==> src/rtl/lseg_pkg.sv <==
package lseg_pkg;

   // Effect selector codes carried on the request word.
   localparam logic MODE_RAINBOW = 1'b0;
   localparam logic MODE_BREATH  = 1'b1;

   // Configuration register indexes.
   typedef enum logic [1:0] {
      CSR_HUE_STEP      = 2'd0,
      CSR_HUE_SPACING   = 2'd1,
      CSR_RAINBOW_LEVEL = 2'd2,
      CSR_BREATH_STEP   = 2'd3
   } csr_index_type;

   // Reset values of the configuration registers.
   localparam int HUE_STEP_RESET      = 3;
   localparam int HUE_SPACING_RESET   = 45;
   localparam int RAINBOW_LEVEL_RESET = 51;
   localparam int BREATH_STEP_RESET   = 1043;

   // Effect constants.
   localparam int HUE_WRAP   = 360;
   localparam int FADE_STEPS = 10;
   localparam int FULL_LEVEL = 255;
   localparam int SINE_MID   = 153;
   localparam int SINE_SCALE = 1632;

   // Reciprocals for the constant divisions: n / 10 and m / 600.
   localparam int RECIP_10  = 6554;
   localparam int SHIFT_10  = 16;
   localparam int RECIP_600 = 223697;
   localparam int SHIFT_600 = 27;

   // Default parameter values.
   localparam int LED_COUNT_DEFAULT        = 8;
   localparam int SINE_TABLE_DEPTH_DEFAULT = 256;

   // Shared multiplier operand widths.
   localparam int MUL_A_W = 20;
   localparam int MUL_B_W = 18;
   localparam int MUL_P_W = MUL_A_W + MUL_B_W;

   // Quotient width of the sine divider; the quotient never exceeds 102.
   localparam int DIV_Q_W = 7;

   typedef struct packed {
      logic               en;
      logic [MUL_A_W-1:0] op_a;
      logic [MUL_B_W-1:0] op_b;
   } mul_req_type;

   typedef struct packed {
      logic               done;
      logic [DIV_Q_W-1:0] quo;
      logic               rem_nz;
   } div_stat_type;

endpackage

==> src/rtl/lseg_mul.sv <==
module lseg_mul
   import lseg_pkg::*;
(
   input  logic               clock,
   input  mul_req_type        mul_req,
   output logic [MUL_P_W-1:0] prod_ff
);

   logic [MUL_P_W-1:0] prod_in;

   // One product per cycle; the result is held while the unit is not issued.
   always_comb begin
      prod_in = prod_ff;
      if (mul_req.en) begin
         prod_in = MUL_P_W'(mul_req.op_a) * MUL_P_W'(mul_req.op_b);
      end
   end

   always_ff @(posedge clock) begin
      prod_ff <= prod_in;
   end

endmodule

==> src/rtl/lseg_div.sv <==
module lseg_div
   import lseg_pkg::*;
#(
   parameter int NUM_W = 29,
   parameter int DEN_W = 23
)
(
   input  logic             clock,
   input  logic             reset,
   input  logic             start,
   input  logic [NUM_W-1:0] num,
   input  logic [DEN_W-1:0] den,
   output div_stat_type     div_stat
);

   localparam int STEP_W = $clog2(DIV_Q_W);

   logic [NUM_W-1:0]   rem_ff, rem_in;
   logic [NUM_W-1:0]   trial_ff, trial_in;
   logic [DIV_Q_W-1:0] quo_ff, quo_in;
   logic [STEP_W-1:0]  step_ff, step_in;
   logic               busy_ff, busy_in;
   logic               done_ff, done_in;
   logic               fits;

   // Restoring division, one quotient bit per cycle from the top bit down.
   always_comb begin
      rem_in   = rem_ff;
      trial_in = trial_ff;
      quo_in   = quo_ff;
      step_in  = step_ff;
      busy_in  = busy_ff;
      done_in  = 1'b0;
      fits     = (rem_ff >= trial_ff);
      if (start) begin
         rem_in   = num;
         trial_in = NUM_W'(den) << (DIV_Q_W - 1);
         quo_in   = '0;
         step_in  = '0;
         busy_in  = 1'b1;
      end else if (busy_ff) begin
         if (fits) begin
            rem_in = rem_ff - trial_ff;
         end
         quo_in   = {quo_ff[DIV_Q_W-2:0], fits};
         trial_in = trial_ff >> 1;
         step_in  = step_ff + STEP_W'(1);
         if (step_ff == STEP_W'(DIV_Q_W - 1)) begin
            busy_in = 1'b0;
            done_in = 1'b1;
         end
      end
   end

   always_ff @(posedge clock) begin
      rem_ff   <= rem_in;
      trial_ff <= trial_in;
      quo_ff   <= quo_in;
      step_ff  <= step_in;
      if (reset) begin
         busy_ff <= 1'b0;
         done_ff <= 1'b0;
      end else begin
         busy_ff <= busy_in;
         done_ff <= done_in;
      end
   end

   assign div_stat.done   = done_ff;
   assign div_stat.quo    = quo_ff;
   assign div_stat.rem_nz = (rem_ff != '0);

endmodule

==> src/rtl/led_strip_effect_generator_top.sv <==
// LED strip effect generator.
// Each word on the req_ channel is one frame tick; req_tdata[0] asks for the
// rainbow (0) or the red breathing effect (1). For every tick the block sends
// LED_COUNT words on the rsp_ channel, LED 0 first, with rsp_tlast on the last.
// A change of effect first plays eleven fade frames of the old effect.
// The csr_ channel writes the four effect registers; write it only between
// frames, after the last word of a frame has been taken.
// Sequencing: one shared multiplier and a bit-serial divider do all the math
// under a small sequencer. A frame steps through S_LVL, S_CMUL and S_C; in
// plain breathing, S_IDX, S_Q, S_NUM, S_DIV and S_DWAIT follow, where the sine
// entry is computed with a seven-step division. Each LED then passes S_KMUL,
// S_XMUL and S_LOAD: two chained multiplies on the shared unit, then the load
// into the output register. req_tready is high only between frames. rsp_ has
// one output register: while the receiver stalls, the next LED waits fully
// computed and the sequencer holds.
// Reset is synchronous and returns the configuration registers, control state
// and effect state to their defaults; the block is ready on the first cycle after reset.
module led_strip_effect_generator_top
   import lseg_pkg::*;
#(
   parameter int LED_COUNT        = LED_COUNT_DEFAULT,
   parameter int SINE_TABLE_DEPTH = SINE_TABLE_DEPTH_DEFAULT
)
(
   input  logic        clock,
   input  logic        reset,
   input  logic        req_tvalid,
   output logic        req_tready,
   input  logic [7:0]  req_tdata,   // [0] requested_mode, [7:1] zero
   output logic        rsp_tvalid,
   input  logic        rsp_tready,
   // [2:0] led_index, [10:3] red, [18:11] green, [26:19] blue, [31:27] zero
   output logic [31:0] rsp_tdata,
   output logic        rsp_tlast,   // last_led
   input  logic        csr_valid,
   output logic        csr_ready,
   input  logic [1:0]  csr_index,
   input  logic [15:0] csr_data
);

   localparam int J_W   = $clog2(SINE_TABLE_DEPTH);
   localparam int A_W   = J_W + 1;
   localparam int Q_W   = 2 * A_W - 3;
   localparam int DEN_W = 2 * A_W + 1;
   localparam int NUM_W = 2 * A_W + 7;
   localparam int LED_W = (LED_COUNT > 1) ? $clog2(LED_COUNT) : 1;
   localparam int DEN5  = 5 * SINE_TABLE_DEPTH * SINE_TABLE_DEPTH;

   typedef enum logic [11:0] {
      S_IDLE  = 12'b0000_0000_0001,
      S_LVL   = 12'b0000_0000_0010,
      S_CMUL  = 12'b0000_0000_0100,
      S_C     = 12'b0000_0000_1000,
      S_IDX   = 12'b0000_0001_0000,
      S_Q     = 12'b0000_0010_0000,
      S_NUM   = 12'b0000_0100_0000,
      S_DIV   = 12'b0000_1000_0000,
      S_DWAIT = 12'b0001_0000_0000,
      S_KMUL  = 12'b0010_0000_0000,
      S_XMUL  = 12'b0100_0000_0000,
      S_LOAD  = 12'b1000_0000_0000
   } state_type;

   // Control state.
   state_type      state_ff, state_in;
   logic           rsp_valid_ff, rsp_valid_in;
   logic [8:0]     hue_step_ff, hue_step_in;
   logic [8:0]     hue_spacing_ff, hue_spacing_in;
   logic [7:0]     rainbow_level_ff, rainbow_level_in;
   logic [15:0]    breath_step_ff, breath_step_in;
   logic           active_ff, active_in;
   logic [8:0]     hue_pos_ff, hue_pos_in;
   logic [15:0]    acc_ff, acc_in;
   logic           fading_ff, fading_in;
   logic [3:0]     fade_count_ff, fade_count_in;
   logic           frame_fade_ff, frame_fade_in;
   logic [LED_W-1:0] led_ff, led_in;

   // Per-frame and per-LED working values.
   logic           req_ff, req_in;
   logic [3:0]     t_ff, t_in;
   logic [11:0]    n_ff, n_in;
   logic [7:0]     c_ff, c_in;
   logic [A_W-1:0] a_ff, a_in;
   logic           upper_ff, upper_in;
   logic [DEN_W-1:0] den_ff, den_in;
   logic [7:0]     sine_red_ff, sine_red_in;
   logic [8:0]     h_ff, h_in;
   logic [2:0]     rsp_led_ff, rsp_led_in;
   logic [7:0]     rsp_red_ff, rsp_red_in;
   logic [7:0]     rsp_green_ff, rsp_green_in;
   logic [7:0]     rsp_blue_ff, rsp_blue_in;
   logic           rsp_last_ff, rsp_last_in;

   // Shared units.
   mul_req_type        mul_req;
   logic [MUL_P_W-1:0] prod_ff;
   logic               div_start;
   div_stat_type       div_stat;

   // Combinational helpers.
   logic [8:0]     spacing_mod, step_mod;
   logic [9:0]     h_sum, pos_sum;
   logic [6:0]     rem120;
   logic [5:0]     k_val;
   logic [7:0]     x_val;
   logic [J_W-1:0] j_val;
   logic [A_W-1:0] a2_val;
   logic [Q_W-1:0] q_val;
   logic           start_fade;
   logic [3:0]     fc_eff;
   logic           is_last;
   logic           can_load;
   logic [7:0]     col_r, col_g, col_b;

   lseg_mul u_mul (
      .clock   (clock),
      .mul_req (mul_req),
      .prod_ff (prod_ff)
   );

   lseg_div #(
      .NUM_W (NUM_W),
      .DEN_W (DEN_W)
   ) u_div (
      .clock    (clock),
      .reset    (reset),
      .start    (div_start),
      .num      (prod_ff[NUM_W-1:0]),
      .den      (den_ff),
      .div_stat (div_stat)
   );

   assign req_tready = (state_ff == S_IDLE);
   assign csr_ready  = 1'b1;
   assign rsp_tvalid = rsp_valid_ff;
   assign rsp_tlast  = rsp_last_ff;
   assign rsp_tdata  = {5'b0, rsp_blue_ff, rsp_green_ff, rsp_red_ff, rsp_led_ff};

   // Register values reduced modulo 360.
   assign spacing_mod = (hue_spacing_ff >= 9'(HUE_WRAP)) ? hue_spacing_ff - 9'(HUE_WRAP)
                                                         : hue_spacing_ff;
   assign step_mod    = (hue_step_ff >= 9'(HUE_WRAP)) ? hue_step_ff - 9'(HUE_WRAP)
                                                      : hue_step_ff;
   assign h_sum   = {1'b0, h_ff} + {1'b0, spacing_mod};
   assign pos_sum = {1'b0, hue_pos_ff} + {1'b0, step_mod};

   // Hue ramp: k = 60 - |(h mod 120) - 60|.
   always_comb begin
      if (h_ff < 9'd120) begin
         rem120 = 7'(h_ff);
      end else if (h_ff < 9'd240) begin
         rem120 = 7'(h_ff - 9'd120);
      end else begin
         rem120 = 7'(h_ff - 9'd240);
      end
      k_val = (rem120 >= 7'd60) ? 6'(7'd120 - rem120) : 6'(rem120);
   end

   assign x_val = prod_ff[SHIFT_600 +: 8];

   // Sine table address folded into the half-turn.
   assign j_val  = prod_ff[16 +: J_W];
   assign a2_val = {j_val, 1'b0};
   assign q_val  = prod_ff[Q_W-1:0];

   assign start_fade = !fading_ff && (req_tdata[0] != active_ff);
   assign fc_eff     = start_fade ? 4'(FADE_STEPS) : fade_count_ff;
   assign is_last    = (led_ff == LED_W'(LED_COUNT - 1));
   assign can_load   = !rsp_valid_ff || rsp_tready;

   // Color of the current LED.
   always_comb begin
      col_r = '0;
      col_g = '0;
      col_b = '0;
      if (active_ff == MODE_BREATH) begin
         col_r = frame_fade_ff ? c_ff : sine_red_ff;
      end else if (h_ff < 9'd60) begin
         col_r = c_ff;
         col_g = x_val;
      end else if (h_ff < 9'd120) begin
         col_r = x_val;
         col_g = c_ff;
      end else if (h_ff < 9'd180) begin
         col_g = c_ff;
         col_b = x_val;
      end else if (h_ff < 9'd240) begin
         col_g = x_val;
         col_b = c_ff;
      end else if (h_ff < 9'd300) begin
         col_r = x_val;
         col_b = c_ff;
      end else begin
         col_r = c_ff;
         col_b = x_val;
      end
   end

   // Configuration writes.
   always_comb begin
      hue_step_in      = hue_step_ff;
      hue_spacing_in   = hue_spacing_ff;
      rainbow_level_in = rainbow_level_ff;
      breath_step_in   = breath_step_ff;
      if (csr_valid) begin
         case (csr_index_type'(csr_index))
            CSR_HUE_STEP:      hue_step_in      = csr_data[8:0];
            CSR_HUE_SPACING:   hue_spacing_in   = csr_data[8:0];
            CSR_RAINBOW_LEVEL: rainbow_level_in = csr_data[7:0];
            CSR_BREATH_STEP:   breath_step_in   = csr_data;
            default: begin
            end
         endcase
      end
   end

   // Frame sequencer.
   always_comb begin
      state_in      = state_ff;
      rsp_valid_in  = rsp_valid_ff;
      active_in     = active_ff;
      hue_pos_in    = hue_pos_ff;
      acc_in        = acc_ff;
      fading_in     = fading_ff;
      fade_count_in = fade_count_ff;
      frame_fade_in = frame_fade_ff;
      led_in        = led_ff;
      req_in        = req_ff;
      t_in          = t_ff;
      n_in          = n_ff;
      c_in          = c_ff;
      a_in          = a_ff;
      upper_in      = upper_ff;
      den_in        = den_ff;
      sine_red_in   = sine_red_ff;
      h_in          = h_ff;
      rsp_led_in    = rsp_led_ff;
      rsp_red_in    = rsp_red_ff;
      rsp_green_in  = rsp_green_ff;
      rsp_blue_in   = rsp_blue_ff;
      rsp_last_in   = rsp_last_ff;
      mul_req       = '0;
      div_start     = 1'b0;

      if (rsp_valid_ff && rsp_tready) begin
         rsp_valid_in = 1'b0;
      end

      case (state_ff)
         S_IDLE: begin
            if (req_tvalid) begin
               req_in        = req_tdata[0];
               frame_fade_in = fading_ff || start_fade;
               t_in          = (fading_ff || start_fade)
                               ? ((fc_eff > 4'(FADE_STEPS)) ? 4'(FADE_STEPS) : fc_eff)
                               : 4'(FADE_STEPS);
               if (start_fade) begin
                  fading_in     = 1'b1;
                  fade_count_in = 4'(FADE_STEPS);
               end
               h_in     = hue_pos_ff;
               led_in   = '0;
               state_in = S_LVL;
            end
         end
         // Brightness times fade step.
         S_LVL: begin
            mul_req.en   = 1'b1;
            mul_req.op_a = (active_ff == MODE_RAINBOW) ? MUL_A_W'(rainbow_level_ff)
                                                       : MUL_A_W'(FULL_LEVEL);
            mul_req.op_b = MUL_B_W'(t_ff);
            state_in     = S_CMUL;
         end
         // Full channel level: n / 10.
         S_CMUL: begin
            n_in         = prod_ff[11:0];
            mul_req.en   = 1'b1;
            mul_req.op_a = MUL_A_W'(prod_ff[11:0]);
            mul_req.op_b = MUL_B_W'(RECIP_10);
            state_in     = S_C;
         end
         S_C: begin
            c_in = prod_ff[SHIFT_10 +: 8];
            if (active_ff == MODE_BREATH && !frame_fade_ff) begin
               mul_req.en   = 1'b1;
               mul_req.op_a = MUL_A_W'(acc_ff);
               mul_req.op_b = MUL_B_W'(SINE_TABLE_DEPTH);
               state_in     = S_IDX;
            end else begin
               state_in = S_KMUL;
            end
         end
         // Sine entry: fold the table index into a half turn.
         S_IDX: begin
            if (a2_val >= A_W'(SINE_TABLE_DEPTH)) begin
               a_in     = a2_val - A_W'(SINE_TABLE_DEPTH);
               upper_in = 1'b1;
            end else begin
               a_in     = a2_val;
               upper_in = 1'b0;
            end
            state_in = S_Q;
         end
         S_Q: begin
            mul_req.en   = 1'b1;
            mul_req.op_a = MUL_A_W'(a_ff);
            mul_req.op_b = MUL_B_W'(A_W'(SINE_TABLE_DEPTH) - a_ff);
            state_in     = S_NUM;
         end
         S_NUM: begin
            den_in       = DEN_W'(DEN5) - DEN_W'({q_val, 2'b00});
            mul_req.en   = 1'b1;
            mul_req.op_a = MUL_A_W'(q_val);
            mul_req.op_b = MUL_B_W'(SINE_SCALE);
            state_in     = S_DIV;
         end
         S_DIV: begin
            div_start = 1'b1;
            state_in  = S_DWAIT;
         end
         // Floor in the rising half, ceiling in the falling half.
         S_DWAIT: begin
            if (div_stat.done) begin
               if (upper_ff) begin
                  sine_red_in = 8'(SINE_MID) - (8'(div_stat.quo) + 8'(div_stat.rem_nz));
               end else begin
                  sine_red_in = 8'(SINE_MID) + 8'(div_stat.quo);
               end
               state_in = S_KMUL;
            end
         end
         // Secondary channel: n * k / 600.
         S_KMUL: begin
            mul_req.en   = 1'b1;
            mul_req.op_a = MUL_A_W'(n_ff);
            mul_req.op_b = MUL_B_W'(k_val);
            state_in     = S_XMUL;
         end
         S_XMUL: begin
            mul_req.en   = 1'b1;
            mul_req.op_a = MUL_A_W'(prod_ff[17:0]);
            mul_req.op_b = MUL_B_W'(RECIP_600);
            state_in     = S_LOAD;
         end
         // Hand the LED to the output register and step to the next one.
         S_LOAD: begin
            if (can_load) begin
               rsp_valid_in = 1'b1;
               rsp_led_in   = 3'(led_ff);
               rsp_red_in   = col_r;
               rsp_green_in = col_g;
               rsp_blue_in  = col_b;
               rsp_last_in  = is_last;
               if (is_last) begin
                  if (frame_fade_ff) begin
                     if (t_ff == 4'd0) begin
                        fading_in     = 1'b0;
                        active_in     = req_ff;
                        fade_count_in = 4'(FADE_STEPS);
                     end else begin
                        fade_count_in = t_ff - 4'd1;
                     end
                  end else if (active_ff == MODE_RAINBOW) begin
                     hue_pos_in = (pos_sum >= 10'(HUE_WRAP)) ? 9'(pos_sum - 10'(HUE_WRAP))
                                                            : 9'(pos_sum);
                  end else begin
                     acc_in = acc_ff + breath_step_ff;
                  end
                  state_in = S_IDLE;
               end else begin
                  led_in   = led_ff + LED_W'(1);
                  h_in     = (h_sum >= 10'(HUE_WRAP)) ? 9'(h_sum - 10'(HUE_WRAP)) : 9'(h_sum);
                  state_in = S_KMUL;
               end
            end
         end
         default: begin
            state_in = S_IDLE;
         end
      endcase
   end

   always_ff @(posedge clock) begin
      req_ff       <= req_in;
      t_ff         <= t_in;
      n_ff         <= n_in;
      c_ff         <= c_in;
      a_ff         <= a_in;
      upper_ff     <= upper_in;
      den_ff       <= den_in;
      sine_red_ff  <= sine_red_in;
      h_ff         <= h_in;
      rsp_led_ff   <= rsp_led_in;
      rsp_red_ff   <= rsp_red_in;
      rsp_green_ff <= rsp_green_in;
      rsp_blue_ff  <= rsp_blue_in;
      rsp_last_ff  <= rsp_last_in;
      if (reset) begin
         state_ff         <= S_IDLE;
         rsp_valid_ff     <= 1'b0;
         hue_step_ff      <= 9'(HUE_STEP_RESET);
         hue_spacing_ff   <= 9'(HUE_SPACING_RESET);
         rainbow_level_ff <= 8'(RAINBOW_LEVEL_RESET);
         breath_step_ff   <= 16'(BREATH_STEP_RESET);
         active_ff        <= MODE_RAINBOW;
         hue_pos_ff       <= '0;
         acc_ff           <= '0;
         fading_ff        <= 1'b0;
         fade_count_ff    <= 4'(FADE_STEPS);
         frame_fade_ff    <= 1'b0;
         led_ff           <= '0;
      end else begin
         state_ff         <= state_in;
         rsp_valid_ff     <= rsp_valid_in;
         hue_step_ff      <= hue_step_in;
         hue_spacing_ff   <= hue_spacing_in;
         rainbow_level_ff <= rainbow_level_in;
         breath_step_ff   <= breath_step_in;
         active_ff        <= active_in;
         hue_pos_ff       <= hue_pos_in;
         acc_ff           <= acc_in;
         fading_ff        <= fading_in;
         fade_count_ff    <= fade_count_in;
         frame_fade_ff    <= frame_fade_in;
         led_ff           <= led_in;
      end
   end

   // The fade counter stays within one fade sequence.
   assert property (@(posedge clock) disable iff (reset)
      fade_count_ff <= 4'(FADE_STEPS))
      else $error("fade counter out of range");

   // Outside a fade the counter rests at its full value.
   assert property (@(posedge clock) disable iff (reset)
      !fading_ff |-> fade_count_ff == 4'(FADE_STEPS))
      else $error("fade counter not reloaded after fade");

   // The hue position always stays below a full turn.
   assert property (@(posedge clock) disable iff (reset)
      hue_pos_ff < 9'(HUE_WRAP))
      else $error("hue position beyond a full turn");

   // A taken tick blocks further ticks until its frame is done.
   assert property (@(posedge clock) disable iff (reset)
      (req_tvalid && req_tready) |=> !req_tready)
      else $error("tick accepted while a frame is running");

endmodule
==> config.mk <==
export PLATFORM = sky130hd
export DESIGN_NAME = led_strip_effect_generator_top
export DESIGN_NICKNAME = d
export VERILOG_FILES = /design/src/rtl/lseg_pkg.sv /design/src/rtl/lseg_mul.sv /design/src/rtl/lseg_div.sv /design/src/rtl/led_strip_effect_generator_top.sv
export SDC_FILE = /design/constraint.sdc
export NUM_CORES = 1
export LEC_CHECK = 0
export ABC_CLOCK_PERIOD_IN_PS = 10800
export BUFFER_PORTS_ARGS = -buffer_cell sky130_fd_sc_hd__buf_2
export CORE_ASPECT_RATIO = 1.75
export CORE_MARGIN = 2
export CORE_UTILIZATION = 40
export CTS_CLUSTER_DIAMETER = 40
export DETAILED_ROUTE_END_ITERATION = 12
export PLACE_DENSITY = 0.56
export SLEW_MARGIN = 0
export SYNTH_ARGS = -nofsm -noshare
export SYNTH_HDL_FRONTEND = slang
export SYNTH_SLANG_ARGS = --single-unit
==> constraint.sdc <==
create_clock -name clock -period 10.8 [get_ports clock]
set_input_delay 0.54 -clock clock [delete_from_list [all_inputs] [get_ports clock]]
set_output_delay 0.54 -clock clock [all_outputs]
set_load 0.005 [all_outputs]
==> run_results.csv, run 1 <==
group,metric,value,unit
run_status,status,"finished clean",
setup_path,r2r_end,"u_mul.prod_ff[33]$_DFFE_PP_",
setup_path,critical_path_class,"flop to flop",
setup_path,cp_slowest_cell,"a21oi_1",
synthesis,synth_edf_count,173,
setup_path,r2r_setup_slack,1780,ps
detailed_routing,drc,0,
cts,cts_setup_buffers,0,
pwr,peakVddDrop,0.1216,mV
setup_path,worst-path-stages,28,
setup_path,critPathCaptureType,"flop",
layout,fill_cells,6257,
place,dp_cells,3598,
pwr,internal-power,1.902,mW
detailed_routing,antenna_left,0,
cts,clk_path_buf_depth,3,
pwr,switchingPower,754.1,uW
detailed_routing,drt_iter0_drc,1021,
setup_path,worstPathMaxFanout,9,
layout,nNetsFinal,3305,
timing,tightestPinTransition,1157,ps
floorplanning,die_w,195.1,um
synthesis,ys_seq_area_frac,0.2877,
detailed_routing,wl,70.60,mm
synthesis,synthArstFlopShare,0,
detailed_routing,first_pass_iters,6,
setup_path,reg2regPathDepth,28,
floorplanning,ios,67,
pwr,p_leak,12.37,nW
place,dp_hpwl,56.62,mm
cts,cts_root_buffer,"clkbuf_16",
synthesis,synth_area,25570,sq um
setup_path,crit_path_max_incr_delay,910,ps
cts,cts_sinks,281,
layout,drive_gt1_frac,0.06008,
detailed_routing,wl_per_cell,19.33,um
detailed_routing,topRoutingLayerUsed,"met4",
layout,areaGrowthSynthToFinish,8.719,%
setup_path,crit_family,"compound AO/OA/AOI/OAI gates",
cts,cts_tree,"done",
floorplanning,start_util,0.4047,
timing,finalCriticalPeriod,9024,ps
synthesis,ys_top_cells_by_area,"edfxtp_1 20%, fa_1 20%, ha_1 9.4%",
timing,slew_violations,0,
setup_path,start_kind,"flop",
pwr,power_frac_seq,0.444,
setup_path,cp_common_cell,"inv_1",
global_routing,grt_overflow,0,
timing,hold_violations,0,
floorplanning,rows,122,
detailed_routing,met1Wirelength,24.70,mm
timing,grt_setup_unrepaired,"no",
timing,relSlewSlack,0.2085,
pwr,power_per_cell_area,95.52,nW/um^2
setup_path,crit_start,"h_ff[3]$_DFFE_PP_",
job,max_cap_violations,0,
global_routing,grt_max_degree,71,
detailed_routing,dr_total_vias,19730,
cts,clkLatencyLatePin,600,ps
synthesis,synth_top_area_cell,"edfxtp_1",
floorplanning,die-height,338.5,um
synthesis,post_synth_num_cell_types,89,
pwr,pwr-share-comb,0.157,
cts,htree_num_levels,1,
timing,fin_worst_skew,25.96,ps
synthesis,yosys_warnings,0,
layout,antenna_cells,0,
detailed_routing,wl_met3,2.536,mm
detailed_routing,viasPerCell,5.401,
timing,fin_hold_ws,156.3,ps
pwr,clkPwrFrac,0.398,
synthesis,ys_ff_latch,281,
pwr,switching_share,0.2840,
place,gp_congestion,0.8961,
setup_path,required,11150,ps
detailed_routing,wl_met2,38.55,mm
setup_path,worst-path-buf-inv,5,
timing,setup_viol,0,
global_routing,grtUsageTotal,0.2186,
global_routing,grt_pass1_vias,21100,
place,portBuffers,53,
cts,numCtsBuffers,29,
place,place_area,26790,sq um
layout,stdcell_area,27800,sq um
floorplanning,die_area,66050,sq um
cts,cts.clk_slew.worst_paths,70,ps
cts,postCtsHoldBufs,0,
timing,tns,0,ps
synthesis,synth_ff_type,"edfxtp_1",
timing,period_share,0.8355,
synthesis,syn_area_per_cell,9.256,sq um
hold_path,min_path_type,"input pin to flop",
setup_path,arrival,9370,ps
cts,cts_resized,0,
global_routing,grt_pass1_wl,112.9,mm
global_routing,antenna_found_initial,1,
setup_path,r2r_start,"h_ff[3]$_DFFE_PP_",
synthesis,synthCells,2763,
timing,clock.fmax,110.8,MHz
floorplanning,core-area,63200,sq um
layout,final_cells,3652,
setup_path,setup.worst_path.end,"u_mul.prod_ff[33]$_DFFE_PP_",
synthesis,synth_top_area_frac,0.2031,
cell families after synthesis:
| logic type | count (synthesis) | share of synthesized area |
|---|---|---|
| fa+ha+maj | 451 | 0.2967 |
| simple gates | 892 | 0.1609 |
| buf+inv | 526 | 0.08073 |
| other cells | 2 | 0.0002937 |
| mux | 49 | 0.01942 |
| flops | 281 | 0.2877 |
| compound gates | 463 | 0.1204 |
| xor+xnor | 99 | 0.03391 |
sequential cells by signal, summed over array words and instances (netlist names), 7 cells and up:
| name | flops |
|---|---|
| u_mul.prod_ff | 33 |
| u_div.rem_ff | 25 |
| u_div.trial_ff | 25 |
| den_ff | 17 |
| acc_ff | 16 |
| breath_step_ff | 16 |
| n_ff | 12 |
| state_ff | 12 |
| h_ff | 9 |
| hue_pos_ff | 9 |
| hue_spacing_ff | 9 |
| hue_step_ff | 9 |
| a_ff | 8 |
| c_ff | 8 |
| rainbow_level_ff | 8 |
| rsp_blue_ff | 8 |
| rsp_green_ff | 8 |
| rsp_red_ff | 8 |
| sine_red_ff | 8 |
| u_div.quo_ff | 7 |
cells in the final DEF (no fill, tap or decap), types with 8 or more instances in the layout:
cell type,count
inv_1,428
a22oi_1,13
nand2b_1,37
and3_1,20
a21oi_1,157
o21ai_0,81
or3_1,9
o211ai_1,13
a221o_1,8
nor3b_1,8
nor2_1,230
xor2_1,28
or2_2,8
clkbuf_16,33
o31ai_1,11
nand2_1,351
nor3_1,43
dfxtp_1,108
a21o_1,45
buf_2,53
ha_1,192
o21a_1,18
conb_1,50
edfxtp_1,173
fa_1,259
a211oi_1,15
nor4_1,14
xnor2_1,71
a221oi_1,16
nand3_1,68
and2_1,26
nor2b_1,24
buf_4,26
mux2i_1,44
Yosys cell counts, drive strengths merged (8+ instances only):
| master | n |
|---|---|
| inv | 427 |
| nand2 | 352 |
| fa | 259 |
| nor2 | 231 |
| ha | 192 |
| edfxtp | 173 |
| a21oi | 160 |
| dfxtp | 108 |
| o21ai | 81 |
| xnor2 | 71 |
| nand3 | 68 |
| clkbuf | 60 |
| a21o | 45 |
| mux2i | 44 |
| nor3 | 44 |
| buf | 38 |
| nand2b | 37 |
| xor2 | 28 |
| and2 | 26 |
| nor2b | 24 |
| and3 | 20 |
| a221oi | 18 |
| o21a | 18 |
| nor4 | 16 |
| a211oi | 15 |
| o211ai | 14 |
| a22oi | 13 |
| nor3b | 13 |
| o31ai | 11 |
| or2 | 10 |
| or3 | 9 |
| a2111oi | 8 |
| a221o | 8 |
| or4 | 8 |
per-stage QoR:
step                      power [mW]  utilization  worst slack (ps)
after floorplan                1.498            -              3012
after global placement         1.609       0.4239              1838
after detailed placement       1.617       0.4239              1825
after CTS                      2.679       0.4400              1792
after global routing           2.767       0.4400              1323
final                          2.656       0.4400              1776
tightest hold or removal path, cell delays in order:
cell and delay [ps]:
buf_2 70, nand2_1 40, nand3_1 70
layout make-up:
| cell class | count | area (sq um) | share of cell area |
|---|---|---|---|
| tap | 806 | 1008 | 0.03627 |
| inverter | 428 | 1612 | 0.05796 |
| clock buffer | 42 | 890.9 | 0.03204 |
| timing repair buffer | 79 | 460.4 | 0.01656 |
| sequential | 281 | 7357 | 0.2646 |
| multi-input combinational | 2004 | 16350 | 0.5881 |
| clock inverter | 12 | 122.6 | 0.004410 |
power by group through the flow:
stage | clock network (mW) | logic (mW) | registers [mW]
after floorplan | 0 | 0.310 | 1.19
after global placement | 0 | 0.407 | 1.20
after detailed placement | 0 | 0.414 | 1.20
after CTS | 1.08 | 0.418 | 1.18
after global routing | 1.11 | 0.472 | 1.18
final | 1.06 | 0.417 | 1.18
how the worst min path moves through the flow:
| stage | from | endpoint | slack, ps | cells past startpoint |
|---|---|---|---|---|
| CTS | csr_data[10] | breath_step_ff[10]$_SDFFE_PP1P_ | 130 | 3 |
| global route | req_tdata[0] | req_ff$_DFFE_PP_ | 150 | 1 |
| floorplan | u_mul.prod_ff[4]$_DFFE_PP_ | n_ff[4]$_DFFE_PN_ | 420 | 0 |
| detailed placement | fade_count_ff[0]$_SDFFE_PP0P_ | fade_count_ff[0]$_SDFFE_PP0P_ | 450 | 2 |
| finish | csr_data[10] | breath_step_ff[10]$_SDFFE_PP1P_ | 160 | 3 |
| global placement | fade_count_ff[0]$_SDFFE_PP0P_ | fade_count_ff[0]$_SDFFE_PP0P_ | 440 | 2 |
metal layers:
| layer | global-route usage | up-vias |
|---|---|---|
| li1 | - | 9265 |
| met3 | 0.01870 | 194 |
| met4 | 0.1341 | 0 |
| met2 | 0.4220 | 496 |
| met1 | 0.2251 | 9771 |
| met5 | 0 | - |
Note: power is estimated with default switching activity, not from simulation.
==> run 2, diff against run 1 <==
- ABC_AREA: unset -> 1
- ABC_CLOCK_PERIOD_IN_PS: 10800 -> 8850
- CORE_ASPECT_RATIO: 1.75 -> unset
- CORE_MARGIN: 2 -> unset
- CORE_UTILIZATION: 40 -> unset
- PLACE_DENSITY: 0.56 -> unset
- clock period: 10.8 -> 8.85 ns (I/O delays scaled with it)
==> run 2 against run 1 <==
  * The run now fails in 1_2_yosys
==> run_results.csv, run 2 <==
group,metric,value,unit
run_status,status,"stopped before the end",
run_status,lastStage,"1_2_yosys",
run_status,firstError,"ERROR: ABC failed with status B",
synthesis,yosys_warnings,0,
